[src/rtl/core/lsscc_pkg.sv]
`default_nettype none

package lsscc_pkg;

  // Command carried in the tuser field of each request.
  typedef enum logic [1:0] {
    CMD_TICK  = 2'd0,
    CMD_OPEN  = 2'd1,
    CMD_CLOSE = 2'd2,
    CMD_HALT  = 2'd3
  } cmd_e;

  // Motion state, one-hot. Encoded to the motor_state code on the output.
  typedef enum logic [6:0] {
    ST_IDLE             = 7'b0000001,
    ST_OPENING          = 7'b0000010,
    ST_CLOSING          = 7'b0000100,
    ST_START_OPEN_FAIL  = 7'b0001000,
    ST_START_CLOSE_FAIL = 7'b0010000,
    ST_OPEN_FAIL        = 7'b0100000,
    ST_CLOSE_FAIL       = 7'b1000000
  } motion_e;

  // motor_state codes
  localparam logic [2:0] MS_IDLE             = 3'd0;
  localparam logic [2:0] MS_OPENING          = 3'd1;
  localparam logic [2:0] MS_CLOSING          = 3'd2;
  localparam logic [2:0] MS_START_OPEN_FAIL  = 3'd3;
  localparam logic [2:0] MS_START_CLOSE_FAIL = 3'd4;
  localparam logic [2:0] MS_OPEN_FAIL        = 3'd5;
  localparam logic [2:0] MS_CLOSE_FAIL       = 3'd6;

  // cover_status codes
  localparam logic [2:0] CS_ABSENT  = 3'd0;
  localparam logic [2:0] CS_MOVING  = 3'd1;
  localparam logic [2:0] CS_OPEN    = 3'd2;
  localparam logic [2:0] CS_CLOSED  = 3'd3;
  localparam logic [2:0] CS_ERROR   = 3'd4;
  localparam logic [2:0] CS_UNKNOWN = 3'd5;

  // Configuration register indexes
  localparam logic REG_STEP_LIMIT  = 1'b0;
  localparam logic REG_START_CHECK = 1'b1;

  // Input item, less the command.
  typedef struct packed {
    logic closed_switch;
    logic open_switch;
    logic cover_present;
  } sense_t;

  // Result item, packed as it leaves on tdata (accepted in bit 0).
  typedef struct packed {
    logic [2:0] cover_status;
    logic [2:0] motor_state;
    logic       direction;
    logic       motor_enable;
    logic       step_pulse;
    logic       accepted;
  } result_t;

  // Motor control state, less the step counter.
  typedef struct packed {
    motion_e motion;
    logic    enable;
    logic    direction;
  } ctrl_t;

  function automatic logic [2:0] motor_code(motion_e st);
    logic [2:0] code;
    unique case (st)
      ST_IDLE:             code = MS_IDLE;
      ST_OPENING:          code = MS_OPENING;
      ST_CLOSING:          code = MS_CLOSING;
      ST_START_OPEN_FAIL:  code = MS_START_OPEN_FAIL;
      ST_START_CLOSE_FAIL: code = MS_START_CLOSE_FAIL;
      ST_OPEN_FAIL:        code = MS_OPEN_FAIL;
      ST_CLOSE_FAIL:       code = MS_CLOSE_FAIL;
      default:             code = MS_IDLE;
    endcase
    return code;
  endfunction

endpackage

`default_nettype wire

[src/rtl/core/limit_switched_stepper_cover_control_unit.sv]
// Channel | Dir | Signals                       | Contents
// s_axis  | in  | tvalid tready tdata[7:0] tuser | tdata: present, open sw, closed sw;
//         |     |                               | tuser: command
// m_axis  | out | tvalid tready tdata[15:0]     | accepted, pulse, enable, direction,
//         |     |                               | motor_state[2:0], cover_status[2:0]
// cfg     | in  | we idx data                   | 0 step_limit, 1 start_check_step
//
// One request per cycle sustained while results are taken; a request passes through
// the input register, then the result register. Control state commits as a request
// leaves the input register, so each request sees the effect of the last.
// Reset clears motion state, counter, enable and direction; step_limit resets
// to all ones and start_check_step to 100.
// A stalled result holds the input register; s_axis_tready drops only when both are full.
`default_nettype none

module limit_switched_stepper_cover_control_unit
  import lsscc_pkg::*;
#(
  parameter int COUNT_BITS = 24
) (
  input  wire logic                  clk_i,
  input  wire logic                  rst_ni,
  // request stream
  input  wire logic                  s_axis_tvalid,
  output logic                       s_axis_tready,
  input  wire logic [7:0]            s_axis_tdata,  // [0] cover_present, [1] open_switch,
                                                    // [2] closed_switch, [7:3] zero
  input  wire logic [1:0]            s_axis_tuser,  // [1:0] command
  // result stream
  output logic                       m_axis_tvalid,
  input  wire logic                  m_axis_tready,
  output logic [15:0]                m_axis_tdata,  // [0] accepted, [1] step_pulse,
                                                    // [2] motor_enable, [3] direction,
                                                    // [6:4] motor_state, [9:7] cover_status,
                                                    // [15:10] zero
  // configuration writes
  input  wire logic                  cfg_we_i,
  input  wire logic                  cfg_idx_i,
  input  wire logic [COUNT_BITS-1:0] cfg_data_i
);

  // input register
  logic   in_valid_q;
  cmd_e   in_cmd_q;
  sense_t in_sense_q;

  // result register
  logic    out_valid_q;
  result_t out_res_q;

  // control state and configuration
  ctrl_t                 ctrl_q, ctrl_d;
  logic [COUNT_BITS:0]   count_q, count_d;
  logic [COUNT_BITS-1:0] step_limit_q;
  logic [COUNT_BITS-1:0] start_check_q;
  result_t               res_d;

  logic fire;  // request moves from input to result register

  assign fire          = in_valid_q && (!out_valid_q || m_axis_tready);
  assign s_axis_tready = !in_valid_q || fire;

  always_ff @(posedge clk_i or negedge rst_ni) begin
    if (!rst_ni) begin
      in_valid_q <= 1'b0;
    end else if (s_axis_tready) begin
      in_valid_q <= s_axis_tvalid;
    end
  end

  always_ff @(posedge clk_i) begin
    if (s_axis_tready && s_axis_tvalid) begin
      in_cmd_q   <= cmd_e'(s_axis_tuser);
      in_sense_q <= sense_t'(s_axis_tdata[2:0]);
    end
  end

  lsscc_step #(
    .COUNT_BITS(COUNT_BITS)
  ) u_step (
    .cmd_i        (in_cmd_q),
    .sense_i      (in_sense_q),
    .ctrl_i       (ctrl_q),
    .count_i      (count_q),
    .step_limit_i (step_limit_q),
    .start_check_i(start_check_q),
    .ctrl_o       (ctrl_d),
    .count_o      (count_d),
    .result_o     (res_d)
  );

  // control state commits only when a request is processed
  always_ff @(posedge clk_i or negedge rst_ni) begin
    if (!rst_ni) begin
      ctrl_q.motion    <= ST_IDLE;
      ctrl_q.enable    <= 1'b0;
      ctrl_q.direction <= 1'b0;
      count_q          <= '0;
    end else if (fire) begin
      ctrl_q  <= ctrl_d;
      count_q <= count_d;
    end
  end

  always_ff @(posedge clk_i or negedge rst_ni) begin
    if (!rst_ni) begin
      step_limit_q  <= '1;
      start_check_q <= COUNT_BITS'(100);
    end else if (cfg_we_i) begin
      if (cfg_idx_i == REG_STEP_LIMIT) begin
        step_limit_q <= cfg_data_i;
      end
      if (cfg_idx_i == REG_START_CHECK) begin
        start_check_q <= cfg_data_i;
      end
    end
  end

  always_ff @(posedge clk_i or negedge rst_ni) begin
    if (!rst_ni) begin
      out_valid_q <= 1'b0;
    end else if (fire) begin
      out_valid_q <= 1'b1;
    end else if (m_axis_tready) begin
      out_valid_q <= 1'b0;
    end
  end

  always_ff @(posedge clk_i) begin
    if (fire) begin
      out_res_q <= res_d;
    end
  end

  assign m_axis_tvalid = out_valid_q;
  assign m_axis_tdata  = {6'd0, out_res_q};

endmodule

`default_nettype wire

[src/rtl/core/lsscc_step.sv]
`default_nettype none

module lsscc_step
  import lsscc_pkg::*;
#(
  parameter int COUNT_BITS = 24
) (
  input  cmd_e                  cmd_i,
  input  sense_t                sense_i,
  input  ctrl_t                 ctrl_i,
  input  logic [COUNT_BITS:0]   count_i,
  input  logic [COUNT_BITS-1:0] step_limit_i,
  input  logic [COUNT_BITS-1:0] start_check_i,
  output ctrl_t                 ctrl_o,
  output logic [COUNT_BITS:0]   count_o,
  output result_t               result_o
);

  logic                moving;
  logic                moving_next;
  logic                closing;
  logic                target_sw;
  logic                start_sw;
  logic [COUNT_BITS:0] count_inc;
  logic                accepted;
  logic                pulse;
  logic [2:0]          cover_status;

  assign moving  = (ctrl_i.motion == ST_OPENING) || (ctrl_i.motion == ST_CLOSING);
  assign closing = (ctrl_i.motion == ST_CLOSING);
  assign target_sw = closing ? sense_i.closed_switch : sense_i.open_switch;
  assign start_sw  = closing ? sense_i.open_switch : sense_i.closed_switch;
  // saturating increment
  assign count_inc = (&count_i) ? count_i : count_i + 1'b1;

  always_comb begin
    ctrl_o   = ctrl_i;
    count_o  = count_i;
    accepted = 1'b0;
    pulse    = 1'b0;
    unique case (cmd_i)
      CMD_TICK: begin
        if (!moving) begin
          ctrl_o.enable = 1'b0;
        end else begin
          pulse   = 1'b1;
          count_o = count_inc;
          if (target_sw) begin
            ctrl_o.motion = ST_IDLE;
            ctrl_o.enable = 1'b0;
          end else if (count_inc == {1'b0, start_check_i} && start_sw) begin
            ctrl_o.motion = closing ? ST_START_CLOSE_FAIL : ST_START_OPEN_FAIL;
            ctrl_o.enable = 1'b0;
          end else if (count_inc > {1'b0, step_limit_i}) begin
            ctrl_o.motion = closing ? ST_CLOSE_FAIL : ST_OPEN_FAIL;
            ctrl_o.enable = 1'b0;
          end
        end
      end
      CMD_OPEN: begin
        if (sense_i.cover_present && !sense_i.open_switch) begin
          accepted = 1'b1;
          if (ctrl_i.motion != ST_OPENING) begin
            ctrl_o.motion    = ST_OPENING;
            ctrl_o.enable    = 1'b1;
            ctrl_o.direction = 1'b1;
            count_o          = '0;
          end
        end
      end
      CMD_CLOSE: begin
        if (sense_i.cover_present && !sense_i.closed_switch) begin
          accepted = 1'b1;
          if (ctrl_i.motion != ST_CLOSING) begin
            ctrl_o.motion    = ST_CLOSING;
            ctrl_o.enable    = 1'b1;
            ctrl_o.direction = 1'b0;
            count_o          = '0;
          end
        end
      end
      CMD_HALT: begin
        ctrl_o.enable = 1'b0;
        if (moving) begin
          ctrl_o.motion = ST_IDLE;
        end
      end
      default: begin
        ctrl_o.enable = 1'b0;
      end
    endcase
  end

  // status is taken from the state after this request
  assign moving_next = (ctrl_o.motion == ST_OPENING) || (ctrl_o.motion == ST_CLOSING);

  always_comb begin
    if (!sense_i.cover_present) begin
      cover_status = CS_ABSENT;
    end else if (moving_next) begin
      cover_status = CS_MOVING;
    end else if (sense_i.open_switch && !sense_i.closed_switch) begin
      cover_status = CS_OPEN;
    end else if (sense_i.closed_switch && !sense_i.open_switch) begin
      cover_status = CS_CLOSED;
    end else if (sense_i.open_switch && sense_i.closed_switch) begin
      cover_status = CS_ERROR;
    end else begin
      cover_status = CS_UNKNOWN;
    end
  end

  assign result_o.accepted     = accepted;
  assign result_o.step_pulse   = pulse;
  assign result_o.motor_enable = ctrl_o.enable;
  assign result_o.direction    = ctrl_o.direction;
  assign result_o.motor_state  = motor_code(ctrl_o.motion);
  assign result_o.cover_status = cover_status;

endmodule

`default_nettype wire

[config.mk]
export PLATFORM = sky130hd
export DESIGN_NAME = limit_switched_stepper_cover_control_unit
export DESIGN_NICKNAME = d
export VERILOG_FILES = /design/src/rtl/core/lsscc_pkg.sv /design/src/rtl/core/limit_switched_stepper_cover_control_unit.sv /design/src/rtl/core/lsscc_step.sv
export SDC_FILE = /design/constraint.sdc
export NUM_CORES = 1
export LEC_CHECK = 0
export BUFFER_PORTS_ARGS = -buffer_cell sky130_fd_sc_hd__buf_2
export CAP_MARGIN = 20
export CORE_ASPECT_RATIO = 1.4
export CORE_MARGIN = 2
export CORE_UTILIZATION = 35
export CTS_CLUSTER_SIZE = 40
export DETAILED_ROUTE_END_ITERATION = 8
export SLEW_MARGIN = 10
export SYNTH_ARGS = -nofsm -noshare
export SYNTH_HDL_FRONTEND = slang
export SYNTH_SLANG_ARGS = --single-unit
[constraint.sdc]
create_clock -name clk_i -period 12.3 [get_ports clk_i]
set_input_delay 0.615 -clock clk_i [delete_from_list [all_inputs] [get_ports clk_i]]
set_output_delay 0.615 -clock clk_i [all_outputs]
set_load 0.005 [all_outputs]
== Word level (Yosys, flattened, before mapping) ==
Cells that the tools add are included.

* Register bits after elaboration: 99
* Latch bits: 0
* RAM bits: 0
* ROM bits: 0
* Input port bits: 40
* Output and inout bits: 18
* Word-level logic and storage cells: 102
* Memories kept: 0

* $add $sub $neg: 1
* Multipliers: 0
* Div/mod/pow operators: 0
* Order comparisons: 1
* Equal/unequal tests: 19
* Shift-type cells: 0
* Muxes and demuxes: 34
* Bitwise operators: 2
* Reductions and logical operators: 25

{| class="wikitable"
|+ Operators by type and width
! kind !! number
|-
| 25-bit two-way mux || 6
|-
| 25-bit one-hot mux with 3 select lines || 1
|-
| 9-bit two-way mux || 4
|-
| 8-bit one-hot mux with 4 select lines || 1
|-
| 25-bit by 1-bit adder with 25-bit output (second input constant) || 1
|-
| 25-bit by 24-bit equality test with 1-bit output || 1
|-
| 25-bit by 24-bit greater-than comparator with 1-bit output || 1
|-
| 25-bit AND reduction || 1
|-
| 8-bit two-way mux || 3
|-
| 7-bit two-way mux || 3
|-
| 3-bit one-hot mux with 6 select lines || 1
|-
| 7-bit by 2-bit equality test with 1-bit output (second input constant) || 2
|-
| 7-bit by 3-bit equality test with 1-bit output (second input constant) || 2
|-
| 1-bit two-way mux || 10
|-
| 2-bit by 1-bit != test with 1-bit output (second input constant) || 5
|-
| 1-bit logical AND || 8
|-
| 7-bit by 4-bit equality test with 1-bit output (second input constant) || 1
|-
| 7-bit by 5-bit equality test with 1-bit output (second input constant) || 1
|-
| 7-bit by 6-bit equality test with 1-bit output (second input constant) || 1
|-
| 7-bit equality test (second input constant) || 1
|-
| 7-bit by 2-bit != test with 1-bit output (second input constant) || 1
|-
| 7-bit by 3-bit != test with 1-bit output (second input constant) || 1
|-
| 7-bit AND reduction || 1
|-
| 5-bit two-way mux || 1
|-
| other kinds (13) || 24
|}

== Logic depth before layout (Yosys ltp) ==
* Depth after elaboration: 11
* Depth in mapped cells: 20
* Depth with buffers taken out: 17

== Hierarchy ==
From an unflattened synthesis, not the netlist that was laid out.

* Cell total of the unflattened synthesis: 721
* Area total of the unflattened synthesis: 7598.5 sq um

{| class="wikitable"
|+ Modules (own cells, without submodules)
! module !! times used !! cells an instance !! area each (sq um) !! seq. area each (sq um)
|-
| limit_switched_stepper_cover_control_unit || 1 || 205 || 4001.3 || 2587.5
|-
| lsscc_step || 1 || 516 || 3597.2 || 0.0
|}

== Worst setup path before layout ==
Ideal clock, no wire load.

* Path type: reg-to-reg
* Start point: register count_q[1]
* End point: register out_res_q (netlist bit m_axis_tdata[5]), data pin
* Setup time: 158 ps
* Arrival time: 4448 ps
* Data required time: 12142 ps
* Setup slack: 7694 ps
* Stages on the path, launching flop included: 19
* Buffers on the path: 2
* Clock period less this slack: 4606 ps
* Cell sequence: dfrtp_1 ha_1 and3_1 clkbuf_1 nand3_1 nor2_1 clkbuf_1 nor2_1 xor2_1 ha_1 a2111oi_0 a211oi_1 o31a_1 a2111oi_0 a21oi_1 o21ai_0 o21ai_0 or4_1 a211oi_2

{| class="wikitable"
|+ RTL lines
! item !! line !! source
|-
| start, declared || limit_switched_stepper_cover_control_unit.sv:53 || <nowiki>logic [COUNT_BITS:0] count_q, count_d;</nowiki>
|-
| start signal, assigned || limit_switched_stepper_cover_control_unit.sv:101 || <nowiki>count_q <= count_d;</nowiki>
|-
| end signal, assigned || limit_switched_stepper_cover_control_unit.sv:131 || <nowiki>out_res_q <= res_d;</nowiki>
|-
| end, declared || limit_switched_stepper_cover_control_unit.sv:49 || <nowiki>result_t out_res_q;</nowiki>
|}

==> flow_summary_export.csv <==
group,metric,value,unit
sta,fin_tns_setup,0,ns
final_layout,syn_to_final_growth,9.33,%
setup_path,r2r_start,"count_q[0]",
cts,htreeDepth,3,
cts,clk_pin_slew,0.07,ns
sta,period_share,0.494,
setup_path,rrSetupSlack,6.22,ns
synthesis,ys_async_sr_fraction,0.848,
sta,fin_crit,6.08,ns
final_layout,stdcell_area,0.00760,sq mm
floorplan,core-area,0.0197,sq mm
placed_design,dp_cells,1032,
status,status,"finished, final reports clean",
global_routing,grt_max_degree,54,
floorplan,io_pins,58,
drt,vias,5994,
setup_path,worstSetupPathType,"reg -> reg",
cts,tritoncts,"done",
drt,detail_route.wirelength,19700,microns
drt,first_pass_iters,5,
sta,worstMarginPinSlew,0.886,ns
global_routing,grt_usage,0.195,
synthesis,yosysWarningCount,0,
floorplan,die-area,0.0210,sq mm
placed_design,dpl_cell_area,0.00728,sq mm
power,power,898,uW
final_layout,antenna_cells,0,
placed_design,hpwl,14900,microns
global_routing,grt_antenna_before_repair,0,
cts,clockBufferDepth,2,
cts,cts_hold_buf,0,
synthesis,synth_edf_count,15,
setup_path,worst-path-max-fanout,17,
sta,fin_worst_skew,0.0124,ns
worst_hold_path,min_path_type,"in -> async",
final_layout,mostFrequentLayoutCells,"nand2_1, o21ai_0, dfrtp_1",
global_routing,overflow,0,
placed_design,gp_congestion,0.952,
synthesis,synth_seq_cells,99,
final_layout,finalNonFillerCells,1049,
synthesis,yosys.area.top_type_share,0.202,
synthesis,synth_cells,776,
synthesis,synth_area_per_cell,8.95,sq um
drt,drtIter0Drc,542,
cts,cts_resized,0,
global_routing,grt_pass1_vias,5795,
drt,viasPerCell,5.71,
synthesis,synth_area,0.00695,sq mm
final_layout,final_nets,865,
cts,clock-sinks,99,
setup_path,crit_path_end_kind,"flip-flop",
floorplan,die_h,171,microns
power,ir_worst_vdd,69.6,uV
setup_path,path_cells,"ha_1 -> nand3_1 -> nor3_1 -> nand2_1 -> nand3_1 -> xnor2_1 -> ha_1 -> nand3_1 -> nor4_1 -> o31a_1 -> a2111oi_0 -> a21oi_1 -> nor2_1 -> a41o_1 -> or4b_1 -> a211oi_2",
sta,maxSlewViolCount,0,
setup_path,cpMostUsedCell,"nand3_1",
floorplan,initial_core_util,0.353,
drt,wl_per_cell,18.8,microns
setup_path,reg2reg_to,"m_axis_tdata[6]",
setup_path,crit_path_start,"count_q[0]",
final_layout,drive_gt1_frac,0.183,
cts,cts_root_buf,"clkbuf_16",
synthesis,seq_area_frac_synth,0.372,
placed_design,port_buffers,46,
sta,setup_viol_count_final,0,
floorplan,num_rows,61,
cts,cts_buffers,9,
flow_run,drv_cap,0,
setup_path,slowest_delay,0.77,ns
sta,timing.fmax,165,MHz
synthesis,synth_cell_type_count,75,
setup_path,slowest_stage,"nor3_1",
synthesis,synth_top_cell_by_area,"dfrtp_1",
synthesis,ys.flop_type,"dfrtp_1",
floorplan,chipWidth,123,microns
synthesis,synth_area_leaders,"dfrtp_1, dfstp_2, edfxtp_1",
final_layout,final_common_cell,"nand2_1",
sta,rsz0062_at_grt,"no",
sta,relSlewSlack,0.404,
setup_path,critPathLaunchType,"flip-flop",
sta,finalHoldViolCount,0,
setup_path,cp.required,12.49,ns
setup_path,r2r_cells,16,
drt,drc,0,
power,power_density,118,mW/mm^2
power,p_leak,0.00322,uW
setup_path,arrival,6.27,ns
cts,post-cts-setup-buffers,0,
global_routing,grt_pass1_wl,31300,microns
cts,clk_latency,0.36,ns
drt,antenna_left,0,
critical path: cells and delay by family, from the launching register on:
kind / cells / cell delay (ns)
AND/OR/NAND/NOR: 8 / 3.44
AO/OA/AOI/OAI: 5 / 1.18
adder cells (fa/ha/maj): 2 / 0.65
flip-flops: 1 / 0.53
XOR/XNOR: 1 / 0.12
synthesized netlist by cell type (13+ instances only):
master    count
o31ai_1      15
mux2_2       31
o21ai_0      66
xnor2_1      23
inv_1        40
nand3_1      21
buf_2        13
ha_1         33
nand2_1      75
nand2b_1     18
nor2_1       47
nand4_1      19
dfrtp_1      56
a21oi_1      36
nor3_1       15
edfxtp_1     15
dfstp_2      28
clkbuf_1     26
xor2_1       15
final cells by class:
type / instances / area, sq um
fill: 2039 / 12100
multi-input combinational: 587 / 3940
sequential: 99 / 2590
tap: 252 / 315
timing repair buffer: 53 / 285
clock buffer: 10 / 229
inverter: 42 / 158
clock inverter: 6 / 83.8
through the flow:
stage | util | hold WS, ns | setup slack [ns]
after detailed placement | 0.369 | 0.479 | 6.28
after global routing | 0.386 | 0.220 | 5.66
after floorplan | - | 0.319 | 7.69
after global placement | 0.369 | 0.464 | 6.18
final | 0.386 | 0.185 | 6.22
after CTS | 0.385 | 0.207 | 6.22
metal layers:
metal | global-route usage | wire (microns) | vias up
met5 | 0 | 0 | -
met4 | 0.122 | 1180 | 0
met3 | 0.0290 | 754 | 51
met2 | 0.327 | 9880 | 178
met1 | 0.231 | 7870 | 2920
li1 | - | - | 2845
logic make-up after synthesis:
kind of cell               after synthesis  synth area share
buffers and inverters                   95            0.0639
and+or+nand+nor                        271             0.206
adders and majority gates               33            0.0594
DFF                                     99             0.372
AOI/OAI and AO/OA                      201             0.188
muxes                                   37            0.0589
other                                    1          0.000540
xor gates and xnor gates                39            0.0502
sequential cells by signal, indices dropped and copies added (netlist names):
name and count:
m_axis_tdata 10, m_axis_tvalid 1, count_q 25, in_sense_q 3
in_valid_q 1, in_cmd_q 2, ctrl_q 9, start_check_q 24
step_limit_q 24
power by group:
group / leakage, uW / switching, uW / internal, uW
clock: 0.000152 / 137 / 163
sequential: 0.00117 / 35.0 / 376
combinational: 0.00190 / 108 / 79.8
total: 0.00322 / 280 / 618
how the worst max path moves through the flow:
| stage | end | slack [ns] | cells after the start |
|---|---|---|---|
| finish | m_axis_tdata[6] | 6.22 | 16 |
| global route | m_axis_tdata[9] | 5.66 | 16 |
| CTS | m_axis_tdata[9] | 6.22 | 16 |
| detailed placement | m_axis_tdata[9] | 6.28 | 16 |
| global placement | m_axis_tdata[9] | 6.18 | 16 |
| floorplan | m_axis_tdata[5] | 7.69 | 18 |
Note: power is estimated with default switching activity, not from simulation.
